===== config.mk =====
export PLATFORM = sky130hd
export DESIGN_NAME = phs_back
export DESIGN_NICKNAME = d
export VERILOG_FILES = /design/src/sv/phs_pkg.sv /design/src/sv/phs_back.sv
export SDC_FILE = /design/constraint.sdc
export NUM_CORES = 1
export LEC_CHECK = 0
export BUFFER_PORTS_ARGS = -buffer_cell sky130_fd_sc_hd__buf_2
export CORE_ASPECT_RATIO = 1.4
export CORE_UTILIZATION = 46
export CTS_BUF_LIST = sky130_fd_sc_hd__clkbuf_4 sky130_fd_sc_hd__clkbuf_8
export DETAILED_ROUTE_END_ITERATION = 10
export PLACE_DENSITY = 0.81
export SKIP_CTS_REPAIR_TIMING = 1
export SYNTH_ARGS = -nofsm -noshare
export SYNTH_HDL_FRONTEND = slang
export SYNTH_SLANG_ARGS = --single-unit
export TNS_END_PERCENT = 50

===== constraint.sdc =====
create_clock -name clock -period 3.9 [get_ports clock]
set_input_delay 0.195 -clock clock [delete_from_list [all_inputs] [get_ports clock]]
set_output_delay 0.195 -clock clock [all_outputs]
set_load 0.005 [all_outputs]

===== src/sv/phs_pkg.sv =====
// Shared types and constants for the particle heat-map splat block.
`default_nettype none

package phs_pkg;

   // Configuration register indexes
   localparam int CSR_INDEX_BITS = 3;
   localparam logic [CSR_INDEX_BITS-1:0] CSR_SCALE_FACTOR = 3'd0;
   localparam logic [CSR_INDEX_BITS-1:0] CSR_OFFSET_X     = 3'd1;
   localparam logic [CSR_INDEX_BITS-1:0] CSR_OFFSET_Y     = 3'd2;
   localparam logic [CSR_INDEX_BITS-1:0] CSR_RANGE_MAX    = 3'd3;
   localparam logic [CSR_INDEX_BITS-1:0] CSR_HUE_SCALE    = 3'd4;
   localparam logic [CSR_INDEX_BITS-1:0] CSR_X_LIMIT      = 3'd5;
   localparam logic [CSR_INDEX_BITS-1:0] CSR_Y_LIMIT      = 3'd6;

   // Register reset values
   localparam logic [31:0] SCALE_FACTOR_RESET = 32'd65536;
   localparam logic [31:0] OFFSET_RESET       = 32'd0;
   localparam logic [31:0] RANGE_MAX_RESET    = 32'd65536;
   localparam logic [31:0] HUE_SCALE_RESET    = 32'd43691;
   localparam logic [31:0] X_LIMIT_RESET      = 32'd640;
   localparam logic [31:0] Y_LIMIT_RESET      = 32'd480;

   // Hue arithmetic
   localparam logic [16:0] HUE_ONE     = 17'h10000;
   localparam logic [7:0]  COLOR_FULL  = 8'hFF;
   localparam logic [7:0]  COLOR_NONE  = 8'h00;
   localparam logic [2:0]  SECTOR_WRAP = 3'd6;

   // Queue between front and back
   localparam int QUEUE_DEPTH    = 4;
   localparam int QUEUE_PTR_BITS = 2;
   localparam int QUEUE_CNT_BITS = 3;

   // Beats per splat
   localparam logic [1:0] LAST_BEAT = 2'd3;

   // Color wheel sectors, 60 degrees each
   typedef enum logic [2:0] {
      SEC_RED_YEL = 3'd0,
      SEC_YEL_GRN = 3'd1,
      SEC_GRN_CYN = 3'd2,
      SEC_CYN_BLU = 3'd3,
      SEC_BLU_MAG = 3'd4,
      SEC_MAG_RED = 3'd5
   } sector_type;

   typedef struct packed {
      logic [7:0] red;
      logic [7:0] green;
      logic [7:0] blue;
   } rgb_type;

endpackage

`default_nettype wire


===== src/sv/phs_back.sv =====
// Back end: expands one queued splat into four pixel beats.
`default_nettype none

module phs_back #(
   parameter int PIXEL_COORD_BITS = 12
) (
   input  wire logic                          clock,
   input  wire logic                          reset,
   input  wire logic                          pop_valid,
   output logic                               pop_ready,
   input  wire logic [PIXEL_COORD_BITS-1:0]   pop_px,
   input  wire logic [PIXEL_COORD_BITS-1:0]   pop_py,
   input  wire phs_pkg::rgb_type              pop_color,
   output logic                               rsp_valid,
   input  wire logic                          rsp_ready,
   output logic [PIXEL_COORD_BITS-1:0]        rsp_pix_x,
   output logic [PIXEL_COORD_BITS-1:0]        rsp_pix_y,
   output logic [7:0]                         rsp_red,
   output logic [7:0]                         rsp_green,
   output logic [7:0]                         rsp_blue,
   output logic                               rsp_last_pixel
);

   localparam int PCB = PIXEL_COORD_BITS;

   logic                 busy_ff;
   logic [1:0]           beat_ff;
   logic [PCB-1:0]       px_ff, py_ff;
   phs_pkg::rgb_type     color_ff;
   logic                 last_beat;
   logic                 beat_done;

   assign last_beat = (beat_ff == phs_pkg::LAST_BEAT);
   assign beat_done = busy_ff && rsp_ready;
   // load the next splat while the last beat of this one goes out
   assign pop_ready = !busy_ff || (beat_done && last_beat);

   // Beat sequencing
   always_ff @(posedge clock) begin
      if (reset) begin
         busy_ff <= 1'b0;
         beat_ff <= '0;
      end else if (pop_valid && pop_ready) begin
         busy_ff <= 1'b1;
         beat_ff <= '0;
      end else if (beat_done) begin
         if (last_beat) begin
            busy_ff <= 1'b0;
         end else begin
            beat_ff <= beat_ff + 1'b1;
         end
      end
   end

   always_ff @(posedge clock) begin
      if (pop_valid && pop_ready) begin
         px_ff    <= pop_px;
         py_ff    <= pop_py;
         color_ff <= pop_color;
      end
   end

   // Beat order: (x,y) (x+1,y) (x,y+1) (x+1,y+1)
   assign rsp_valid      = busy_ff;
   assign rsp_pix_x      = px_ff + PCB'(beat_ff[0]);
   assign rsp_pix_y      = py_ff + PCB'(beat_ff[1]);
   assign rsp_red        = color_ff.red;
   assign rsp_green      = color_ff.green;
   assign rsp_blue       = color_ff.blue;
   assign rsp_last_pixel = last_beat;

`ifndef SYNTHESIS
   a_splat_continues: assert property (@(posedge clock) disable iff (reset)
      (rsp_valid && rsp_ready && !rsp_last_pixel)
         |=> (rsp_valid && beat_ff == $past(beat_ff) + 1'b1))
      else $error("splat cut short before its fourth beat");

   a_idle_after_last: assert property (@(posedge clock) disable iff (reset)
      (rsp_valid && rsp_ready && rsp_last_pixel && !pop_valid) |=> !rsp_valid)
      else $error("beat emitted with no queued splat");
`endif

endmodule

`default_nettype wire


Word level (Yosys, flattened, before mapping):

Index checks and enable logic that the tools add are counted.

* $add $sub $neg: 3
* equal/unequal tests: 1
* multiplexer cells: 3
* bitwise logic cells: 1
* reductions and logical operators: 10

Operators by type and width (number)
* adder 12 x 1 -> 12 bit: 2
* AND reduction 2 bit: 2
* nonzero test 2 bit: 2
* logical AND 1 bit: 3
* two-way mux 1 bit: 3
* adder 2 x 1 -> 2 bit, second input constant: 1
* equality test 2 bit, second input constant: 1
* OR reduction 2 bit: 1
* zero test 1 bit: 1
* logical OR 1 bit: 1
* NOT 1 bit: 1

* register bits after elaboration: 51
* input port bits: 52
* output and inout bits: 51
* logic and storage cells: 25

Depth between registers and ports, before layout:

* depth in word-level cells: 6
* depth in mapped cells: 5
* depth with buffers taken out: 5

Least setup slack after synthesis:

Ideal clock, no wire load.

* path kind: reg-to-reg
* start point: register beat_ff[0]
* end point: register px_ff[0] (enable)
* setup time: 0.462 ns
* arrival: 2.900 ns
* required time: 3.438 ns
* setup slack: 0.538 ns
* stages on the path, launching flop included: 4
* path buffers: 0
* clock period less this slack: 3.362 ns
* path through: dfxtp_1 ha_1 a21boi_0 nor2b_1

* longest elaborated chain between the ends: 4

RTL lines
* from (decl): RTL line phs_back.sv:27 `logic [1:0] beat_ff;`
* from (signal assigned): RTL line phs_back.sv:50 `beat_ff <= beat_ff + 1'b1;`
* equality test 2 bit: RTL line phs_back.sv:33 `assign last_beat = (beat_ff == phs_pkg::LAST_BEAT);`
* via rsp_last_pixel: RTL line phs_back.sv:21 `output logic rsp_last_pixel`
* logical AND 1 bit: RTL line phs_back.sv:36 `assign pop_ready = !busy_ff || (beat_done && last_beat);`
* logical OR 1 bit: RTL line phs_back.sv:36
* logical AND 1 bit: RTL line phs_back.sv:56 `if (pop_valid && pop_ready) begin`
* to (signal assigned): RTL line phs_back.sv:57 `px_ff <= pop_px;`
* to (decl): RTL line phs_back.sv:28 `logic [PCB-1:0] px_ff, py_ff;`

The timed path passes the listed nets, and every way through them passes these cells.
A chain may end at the register's enable or synchronous reset.

Worst setup path after layout:

* start point: register beat_ff[0]
* end point: register py_ff[2] (enable)

* longest elaborated chain between the ends: 4

RTL lines
* equality test 2 bit: RTL line phs_back.sv:33
* logical AND 1 bit: RTL line phs_back.sv:36
* logical OR 1 bit: RTL line phs_back.sv:36
* logical AND 1 bit: RTL line phs_back.sv:56
* to (signal assigned): RTL line phs_back.sv:58 `py_ff <= pop_py;`
* to (decl): RTL line phs_back.sv:28

No other way between the ends.

==> impl_results.md <==
* Fill cells at 319
* Crit share post-route at 53.3%
* Netlist cell types at 22
* Worst reg-to-reg path cell count at 4
* CP Capture Type: register
* FP Rows at 28
* F_max at 481 MHz
* Fraction of layout cells with a size suffix above 1 at 50.9%
* RSZ-0062 raised after global routing: no
* Most frequent cells in the layout: buf_2, edfxtp_1, xnor2_1
* WL/cell at 12.9 µm
* First-pass GRT wire length at 5.35 mm
* Reg2reg start: beat_ff[0]$_SDFFE_PP0P_
* Hold Crit Class: input pin to register
* Clk root buf: clkbuf_8
* Post-DP HPWL at 2.80 mm
* Antenna violations before repair at 0
* CTS sink count at 51
* Die Height at 80.0 µm
* Power Density at 402 mW/mm²
* Post-Syn Area per Cell at 17.2 µm²
* Via count at 1312
* Reg clk slew, reported paths at 0.08 ns
* Crit. Startpoint: beat_ff[0]$_SDFFE_PP0P_
* Tot Pwr at 1.08 mW
* Fin. Hold Viols at 0
* Cell count after synthesis at 116
* Design area at 0.00268 mm²
* H-tree levels at 2
* Worst hold endpoint: rsp_red[0]$_DFFE_PP_
* Worst slew pin tran at 0.597 ns
* DR DRC count at 4
* Pre-CTS setup slack at 1.82 ns
* Cts bufs inserted at 5
* Final Wtd Congestion at 0.767
* Min cycle time layout at 2.08 ns
* Io pins at 103
* Type of origin of the critical path: register
* Routed WL at 3.49 mm
* Gr ovfl total at 0
* Hold Slack at 0.0737 ns
* Max_slew headroom at 60.1%
* Largest net degree at the start of global routing at 29
* Worst hold stages at 1
* Synth Warn # at 0
* Vias in the first global route at 1262
* Critical path data arrival time at 2.04 ns
* Synth Cell Area at 0.00200 mm²
* Fin worst setup slack at 1.82 ns
* Critical path class: register to register
* Max Root-Sink Buffers at 2
* Setup TNS at 0 ns
* Syn Nets at 173
* CTS tree: done
* R2R Setup Slk at 1.82 ns
* Sequential share of the synthesized area at 75.2%
* Pins over their slew limit at 0
* Synthesized flop and latch total at 51
* Ant diodes at 0
* Endpoints failing setup at 0
* Die area at 0.00461 mm²
* Die Wd at 57.7 µm
* Clock skew at 0.00744 ns
* # Max-Cap Violations at 0
* Area growth from synthesis to layout at 34.0%
* Via/cell ratio at 4.84
* Post-placement cell area at 0.00257 mm²
* Crit path required time at 3.86 ns
* Initial Util at 47.5%
* Peak VDD IR at 0.300 mV
* Core area at 0.00420 mm²
* # nets final at 282
* HP Start: pop_color[16]
* Antenna Nets Post-Route at 0
* Port buffer count at 102
* Drt first pass iters at 7
* Failing checks: DRC
* DR iter-0 viols at 57
* Run status: finished with violations
* Total GRT Usage at 15.6%
* Commonest non-fill, non-tap cell in the layout: buf_2
* Leakage at 1.16 nW
* Reg2reg end: py_ff[2]$_DFFE_PP_
* Worst skew pair latency at 0.29 ns
* Critical path peak fanout at 28
==> Yosys cell counts, drive strengths merged <==
cell type  count  share of area [%]
edfxtp        48                 72
xnor2         14                6.1
nand3          9                2.5
xor2           7                3.1
ha             5                3.1
nand4          5                2.6
and3           4                1.3
nand2          4               0.75
nor2           4               0.75
nor3           4                1.0
dfxtp          3                3.0
and4           2               0.88
a21boi         1               0.38
and2           1               0.38
buf            1               0.56
inv            1               0.19
mux2i          1               0.50
nand3b         1               0.38
nor2b          1               0.31
==> state kept, by name (all words and copies together), names as in the netlist <==
signal     count
beat_ff        2
px_ff         12
py_ff         12
rsp_blue       8
rsp_green      8
rsp_red        8
rsp_valid      1
==> per-layer routing <==
layer  track usage [%]  up-vias  wire (µm)
met5                 0        -          0
met3              3.57        6        222
li1                  -      654          -
met2              29.0       55       1990
met4              7.38        0         61
met1              16.2      597       1210
==> per-stage QoR <==
| step | utilization, % | std cells |
|---|---|---|
| after detailed placement | 61.1 | 263 |
| after global routing | 63.6 | 271 |
| after CTS | 63.6 | 271 |
| after floorplan | - | 116 |
| final | 63.6 | 271 |
| after global placement | 61.1 | 263 |
==> cells by family (layout without fill, tap and decap cells) <==
group                    Yosys count  after routing  share of synthesized area (%)
flip-flops                        51             51                           75.2
AO/OA/AOI/OAI                      1              1                          0.376
XOR/XNOR                          21             21                           9.21
buffers and inverters              2            112                          0.752
adder cells (fa/ha/maj)            5              5                           3.13
multiplexers                       1              1                          0.501
AND/OR/NAND/NOR                   35             35                           10.8
==> report_power, final <==
group	switching, mW	internal, mW
Clock	0.148	0.188
Sequential	0.0153	0.634
Combinational	0.0417	0.0481
==> cell type report <==
cell class,instances,area (µm²),share of cell area (%)
repair buffers,103,518,19.4
flip-flops and latches,51,1500,56.1
multi-input cells,63,488,18.2
clock buffers,5,68.8,2.57
clock inverters,3,38.8,1.45
well taps,45,56.3,2.10
inverters,1,3.75,0.140
==> critical path: stages, from the launching register on <==
cell and delay, ns:
dfxtp_1 0.37, ha_1 0.20, a21boi_0 0.19, nor2b_4 0.54, buf_4 0.43
==> worst max path at each step <==
stage / cells after the start / to / slack, ns
2_1_floorplan: 3 / px_ff[0]$_DFFE_PP_ / 0.54
3_5_place_dp: 4 / rsp_blue[7]$_DFFE_PP_ / 1.82
3_3_place_gp: 4 / rsp_green[7]$_DFFE_PP_ / 1.87
5_1_grt: 4 / px_ff[3]$_DFFE_PP_ / 1.62
6_report: 4 / py_ff[2]$_DFFE_PP_ / 1.82
4_1_cts: 4 / py_ff[2]$_DFFE_PP_ / 1.80
No activity file was read; power rests on OpenSTA's default activity.
