[config.mk]
export PLATFORM = sky130hd
export DESIGN_NAME = phs_queue
export DESIGN_NICKNAME = d
export VERILOG_FILES = /design/src/sv/phs_pkg.sv /design/src/sv/phs_queue.sv
export SDC_FILE = /design/constraint.sdc
export NUM_CORES = 1
export LEC_CHECK = 0
export BUFFER_PORTS_ARGS = -buffer_cell sky130_fd_sc_hd__buf_2
export CELL_PAD_IN_SITES_DETAIL_PLACEMENT = 1
export CELL_PAD_IN_SITES_GLOBAL_PLACEMENT = 1
export CORE_MARGIN = 4
export CORE_UTILIZATION = 40
export CTS_BUF_LIST = sky130_fd_sc_hd__clkbuf_2 sky130_fd_sc_hd__clkbuf_4 sky130_fd_sc_hd__clkbuf_8
export DETAILED_ROUTE_END_ITERATION = 7
export GPL_TIMING_DRIVEN = 0
export PLACE_DENSITY_LB_ADDON = 0.1
export SLEW_MARGIN = 5
export SYNTH_ARGS = -nofsm -noshare
export SYNTH_HDL_FRONTEND = slang
export SYNTH_SLANG_ARGS = --single-unit
[constraint.sdc]
create_clock -name clock -period 2.85 [get_ports clock]
set_clock_uncertainty 0.1 [all_clocks]
set_input_delay 0.57 -clock clock [delete_from_list [all_inputs] [get_ports clock]]
set_output_delay 0.57 -clock clock [all_outputs]
set_load 0.005 [all_outputs]
[src/sv/phs_pkg.sv]
// Shared types and constants for the particle heat-map splat block.
`default_nettype none

package phs_pkg;

   // Configuration register indexes
   localparam int CSR_INDEX_BITS = 3;
   localparam logic [CSR_INDEX_BITS-1:0] CSR_SCALE_FACTOR = 3'd0;
   localparam logic [CSR_INDEX_BITS-1:0] CSR_OFFSET_X     = 3'd1;
   localparam logic [CSR_INDEX_BITS-1:0] CSR_OFFSET_Y     = 3'd2;
   localparam logic [CSR_INDEX_BITS-1:0] CSR_RANGE_MAX    = 3'd3;
   localparam logic [CSR_INDEX_BITS-1:0] CSR_HUE_SCALE    = 3'd4;
   localparam logic [CSR_INDEX_BITS-1:0] CSR_X_LIMIT      = 3'd5;
   localparam logic [CSR_INDEX_BITS-1:0] CSR_Y_LIMIT      = 3'd6;

   // Register reset values
   localparam logic [31:0] SCALE_FACTOR_RESET = 32'd65536;
   localparam logic [31:0] OFFSET_RESET       = 32'd0;
   localparam logic [31:0] RANGE_MAX_RESET    = 32'd65536;
   localparam logic [31:0] HUE_SCALE_RESET    = 32'd43691;
   localparam logic [31:0] X_LIMIT_RESET      = 32'd640;
   localparam logic [31:0] Y_LIMIT_RESET      = 32'd480;

   // Hue arithmetic
   localparam logic [16:0] HUE_ONE     = 17'h10000;
   localparam logic [7:0]  COLOR_FULL  = 8'hFF;
   localparam logic [7:0]  COLOR_NONE  = 8'h00;
   localparam logic [2:0]  SECTOR_WRAP = 3'd6;

   // Queue between front and back
   localparam int QUEUE_DEPTH    = 4;
   localparam int QUEUE_PTR_BITS = 2;
   localparam int QUEUE_CNT_BITS = 3;

   // Beats per splat
   localparam logic [1:0] LAST_BEAT = 2'd3;

   // Color wheel sectors, 60 degrees each
   typedef enum logic [2:0] {
      SEC_RED_YEL = 3'd0,
      SEC_YEL_GRN = 3'd1,
      SEC_GRN_CYN = 3'd2,
      SEC_CYN_BLU = 3'd3,
      SEC_BLU_MAG = 3'd4,
      SEC_MAG_RED = 3'd5
   } sector_type;

   typedef struct packed {
      logic [7:0] red;
      logic [7:0] green;
      logic [7:0] blue;
   } rgb_type;

endpackage

`default_nettype wire

[src/sv/phs_queue.sv]
// Short queue of classified splats between front and back.
`default_nettype none

module phs_queue #(
   parameter int PIXEL_COORD_BITS = 12
) (
   input  wire logic                          clock,
   input  wire logic                          reset,
   input  wire logic                          push_valid,
   output logic                               push_ready,
   input  wire logic [PIXEL_COORD_BITS-1:0]   push_px,
   input  wire logic [PIXEL_COORD_BITS-1:0]   push_py,
   input  wire phs_pkg::rgb_type              push_color,
   output logic                               pop_valid,
   input  wire logic                          pop_ready,
   output logic [PIXEL_COORD_BITS-1:0]        pop_px,
   output logic [PIXEL_COORD_BITS-1:0]        pop_py,
   output phs_pkg::rgb_type                   pop_color
);

   localparam int PCB = PIXEL_COORD_BITS;

   logic [PCB-1:0]                        px_q    [phs_pkg::QUEUE_DEPTH];
   logic [PCB-1:0]                        py_q    [phs_pkg::QUEUE_DEPTH];
   phs_pkg::rgb_type                      color_q [phs_pkg::QUEUE_DEPTH];
   logic [phs_pkg::QUEUE_PTR_BITS-1:0]    wr_ptr_ff, rd_ptr_ff;
   logic [phs_pkg::QUEUE_CNT_BITS-1:0]    count_ff, count_in;
   logic                                  do_push, do_pop;

   assign push_ready = (count_ff != phs_pkg::QUEUE_CNT_BITS'(phs_pkg::QUEUE_DEPTH));
   assign pop_valid  = (count_ff != '0);
   assign do_push    = push_valid && push_ready;
   assign do_pop     = pop_valid && pop_ready;

   assign pop_px    = px_q[rd_ptr_ff];
   assign pop_py    = py_q[rd_ptr_ff];
   assign pop_color = color_q[rd_ptr_ff];

   // Occupancy
   always_comb begin
      count_in = count_ff;
      if (do_push && !do_pop) begin
         count_in = count_ff + 1'b1;
      end else if (do_pop && !do_push) begin
         count_in = count_ff - 1'b1;
      end
   end

   always_ff @(posedge clock) begin
      if (reset) begin
         wr_ptr_ff <= '0;
         rd_ptr_ff <= '0;
         count_ff  <= '0;
      end else begin
         if (do_push) begin
            wr_ptr_ff <= wr_ptr_ff + 1'b1;
         end
         if (do_pop) begin
            rd_ptr_ff <= rd_ptr_ff + 1'b1;
         end
         count_ff <= count_in;
      end
   end

   // Entry storage
   always_ff @(posedge clock) begin
      if (do_push) begin
         px_q[wr_ptr_ff]    <= push_px;
         py_q[wr_ptr_ff]    <= push_py;
         color_q[wr_ptr_ff] <= push_color;
      end
   end

`ifndef SYNTHESIS
   a_count_bound: assert property (@(posedge clock) disable iff (reset)
      count_ff <= phs_pkg::QUEUE_CNT_BITS'(phs_pkg::QUEUE_DEPTH))
      else $error("queue occupancy beyond depth");

   a_pop_only_dec: assert property (@(posedge clock) disable iff (reset)
      (do_pop && !do_push) |=> (count_ff == $past(count_ff) - 1'b1))
      else $error("queue count did not drop on pop");
`endif

endmodule

`default_nettype wire

Word-level counts from Yosys, hierarchy flattened
Memory sizes are Yosys's and may differ from the RTL's. A register that Yosys moved wholly into a read port is not among the register bits.
Index checks and enable logic that the tools add are counted.
- $add $sub $neg: 4
- multipliers: 0
- div/mod/pow operators: 0
- $lt $le $gt $ge: 0
- equal/unequal tests: 1
- shift operators: 0
- mux-type cells: 10
- bitwise logic cells: 0
- reductions and logical operators: 8
- operators by type and width (kind ; count):
    $mux 2 ; 6
    $mux 3 ; 2
    $add 2x1->2 const B ; 2
    $logic_and 1x1->1 ; 4
    $add 3x1->3 const B ; 1
    $ne 3x3->1 const B ; 1
    $reduce_bool 3->1 ; 1
    $sub 3x1->3 const B ; 1
    $logic_not 1->1 ; 2
    $mux 1 ; 2
    $reduce_bool 2->1 ; 1
- register bits: 7
- bits in latches: 0
- memory bits (writable): 192
- memory bits (read-only): 0
- input bits: 52
- logic and storage cells: 29
- memories: 3
- memory list (name ; words ; bits a word ; read ports ; clocked after Yosys merged registers in ; write ports ; RTL line ; text):
    color_q ; 4 ; 24 ; 1 ; 1 ; 1 ; phs_queue.sv:25 ; phs_pkg::rgb_type color_q [phs_pkg::QUEUE_DEPTH];
    px_q ; 4 ; 12 ; 1 ; 1 ; 1 ; phs_queue.sv:23 ; logic [PCB-1:0] px_q [phs_pkg::QUEUE_DEPTH];
    py_q ; 4 ; 12 ; 1 ; 1 ; 1 ; phs_queue.sv:24 ; logic [PCB-1:0] py_q [phs_pkg::QUEUE_DEPTH];

Logic depth before layout (Yosys ltp)
- word-level depth: 6
- gate-level depth with buffers: 8
- gate-level depth less buffers: 8

Least setup slack after synthesis
Ideal clock, no wire load.
- path kind: in2reg
- start: input port push_valid
- end: memory color_q[2][0] (netlist bit), enable pin
- setup time: 0.410 ns
- arrival: 2.024 ns
- required time: 2.340 ns
- slack: 0.316 ns
- stages: 2
- cell sequence: a21boi_2 > and2_1
- word-level cells in the longest chain between the ends: 3
- ends and longest elaborated chain (element ; RTL line ; text):
    from (decl) ; phs_queue.sv:9 ; input wire logic push_valid,
    $logic_and 1x1->1 ; phs_queue.sv:32 ; assign do_push = push_valid && push_ready;
    $mux 1 ; phs_queue.sv:67 ; if (do_push) begin
    $mux 1 (implied by the code) ; phs_queue.sv:70 ; color_q[wr_ptr_ff] <= push_color;
    to (decl) ; phs_queue.sv:25 ;
Every way passes these cells.

==> flow_metrics.tcl <==
set metrics [dict create \
    num_vias 3427 \
    dp_cells 627 \
    synth.area.top_cells "edfxtp_1 78%, mux4_2 15%, dfxtp_1 2.4%" \
    synth_common_cells "192 x edfxtp_1, 48 x mux4_2, 9 x dfxtp_1" \
    firstDrtPassIters 4 \
    tightestPinTransition_ns 0.788 \
    rsz0062_at_grt "false" \
    grt_pass1_vias 3927 \
    fmax_ghz 0.372 \
    fin_crit_sh_pct 94.3 \
    dp_hpwl_um 8240 \
    slew_viol_final 0 \
    clockRootBuffer "clkbuf_8" \
    grtUsageTotal_pct 14.0 \
    drive_above_1_share_pct 47.2 \
    cts_max_level 2 \
    cts_resized 0 \
    path_max_fanout 10 \
    dr.first_iter.drc_count 111 \
    wl_um 14000 \
    vias_per_cell 4.96 \
    synth_seq_area_share_pct 80.5 \
    ys_types 23 \
    cap_violations 0 \
    cts_tree "yes" \
    ys_ff_latch 201 \
    grt_overflow 0 \
    hp-class "primary input to register" \
    layout.nets 494 \
    drc 0 \
    antenna_found_initial 2 \
    rows 49 \
    diodes 0 \
    clock_latency_ns 0.49 \
    die_height_um 144 \
    synth-edff-count 192 \
    nFillCells 1649 \
    cts_buffers 36 \
    syn_inst 298 \
    status "finished clean" \
    syn-num-nets 356 \
    hold_viol 0 \
    wl_per_cell_um 20.3 \
    antenna_left 0 \
    critPathKind "register to primary output" \
    cp.required_ns 2.18 \
    path_clk_slew_ns 0.06 \
    yosysTopAreaCellShare_pct 78.1 \
    synthMostInstantiatedCell "edfxtp_1" \
    grt_max_degree 49 \
    max-vdd-ir-drop_mv 0.440 \
    worstPathArrival_ns 2.02 \
    yosysWarnings 0 \
    gp_congestion 0.708 \
    pin_count 102 \
    regToRegSetupSlack_ns 0.45 \
    cts_max_path_buffers 3 \
    async_flop_share_pct 0 \
    core_um2 18100 \
    start_kind "register" \
    initial_core_util_pct 40.8 \
    die_area_um2 20700 \
    cts.sinks 201 \
    synth_top_flop_cell "edfxtp_1" \
    syn2layout_area_growth_pct 20.7 \
    die_w_um 144 \
    slew_headroom_pct 47.5 \
    post-cts-setup-buffer-count 0 \
    cts_hold_buf 0 \
    syn-cell-area_um2 7380 \
    port-buffer-count 100 \
    end_kind "primary output" \
    yosys.area.top_type "edfxtp_1" \
    pwr_density_cell_nw_per_um2 903 \
    grt_first_pass_wirelength_um 21500 \
    synth_area_per_cell_um2 24.8 \
    power_leakage_uw 0.00305 \
    utilization_pct 49.3 \
    fin_crit_ns 2.69 \
    instances_no_fill 691 \
    setup_viol 0 \
]
[state kept, by name (all words and copies together) (netlist names), named ones only]
| name | flops |
|---|---|
| px_q | 48 |
| py_q | 48 |
| rd_ptr_ff | 2 |
| wr_ptr_ff | 2 |
| color_q | 96 |
| count_ff | 3 |
[per-layer routing]
metal  up-vias  GRT usage (%)  part of all wire [%]
met2        93           24.0                    51
met1      1748           16.3                    40
met5         -              0                  0.19
met4         4           5.20                   2.5
li1       1543              -                     -
met3        39           4.69                   6.2
[through the flow]
step / power (µW) / TNS (ns) / hold slack, ns / instance area, µm² / setup slack [ns]
6_report: 8050 / 0 / 0.193 / 8910 / 0.163
5_1_grt: 8530 / 0 / 0.152 / 8910 / 0.0297
4_1_cts: 8240 / 0 / 0.149 / 8910 / 0.0804
3_5_place_dp: 5550 / 0 / 0.413 / 8180 / 0.355
3_3_place_gp: 5520 / -170.93 / 0.407 / 8170 / -0.909
2_1_floorplan: 4830 / 0 / 0.382 / 7380 / 0.316
[cell type report]
type | instances | area (µm²) | share of cell area (%)
well taps | 229 | 287 | 3.22
plain buffers | 11 | 75.1 | 0.843
clock buffers | 49 | 612 | 6.87
inverters | 3 | 11.3 | 0.126
flip-flops and latches | 201 | 5950 | 66.7
multi-input cells | 83 | 1360 | 15.3
repair buffers | 100 | 500 | 5.62
clock inverters | 15 | 118 | 1.32
[logic make-up (layout without fill, tap and decap cells)]
family                     count (synthesis)  count (layout)  share of synthesized area, %
DFF                                      201             201                          80.5
and+or+nand+nor                           17              17                          1.14
AOI/OAI and AO/OA                          5               5                         0.508
xor gates and xnor gates                   4               4                         0.474
muxes                                     51              51                          15.1
adders and majority gates                  6               6                          1.12
buffers and inverters                     14             178                          1.17
[path summary, 6_finish.rpt]
path | cells past startpoint | end | start
worst max-delay path | 4 | pop_py[7] | register
worst min-delay path | 1 | px_q[1][6] | push_px[6]
worst max register to register | 8 | count_ff[2] | count_ff[0]
worst min register to register | 2 | register | rd_ptr_ff[1]
[where the power goes]
group / leakage, µW / switching, µW / internal [µW] / total [µW]
registers: 0.00183 / 98.5 / 3590 / 3690
clock network: 0.000383 / 1070 / 1570 / 2640
logic: 0.000834 / 827 / 886 / 1710
[cell usage in the layout, fill, tap and decap left out, types with 2 or more instances in the layout]
cell,instances
clkinv_1,8
clkinv_2,4
bufinv_16,2
buf_4,2
mux2i_1,2
edfxtp_1,192
or3_1,2
clkbuf_8,39
nand2b_1,2
mux4_2,48
clkbuf_1,3
buf_2,103
nor2_1,8
buf_6,3
dfxtp_1,9
and2_4,4
ha_1,5
xor2_1,4
inv_1,3
clkbuf_4,10
[worst max-delay path, cell delays in order (launching register included)]
cell and delay (ns):
dfxtp_1 0.40, buf_6 0.21, buf_6 0.22, mux4_2 0.54, buf_2 0.15
(Power assumes the default switching activity.)
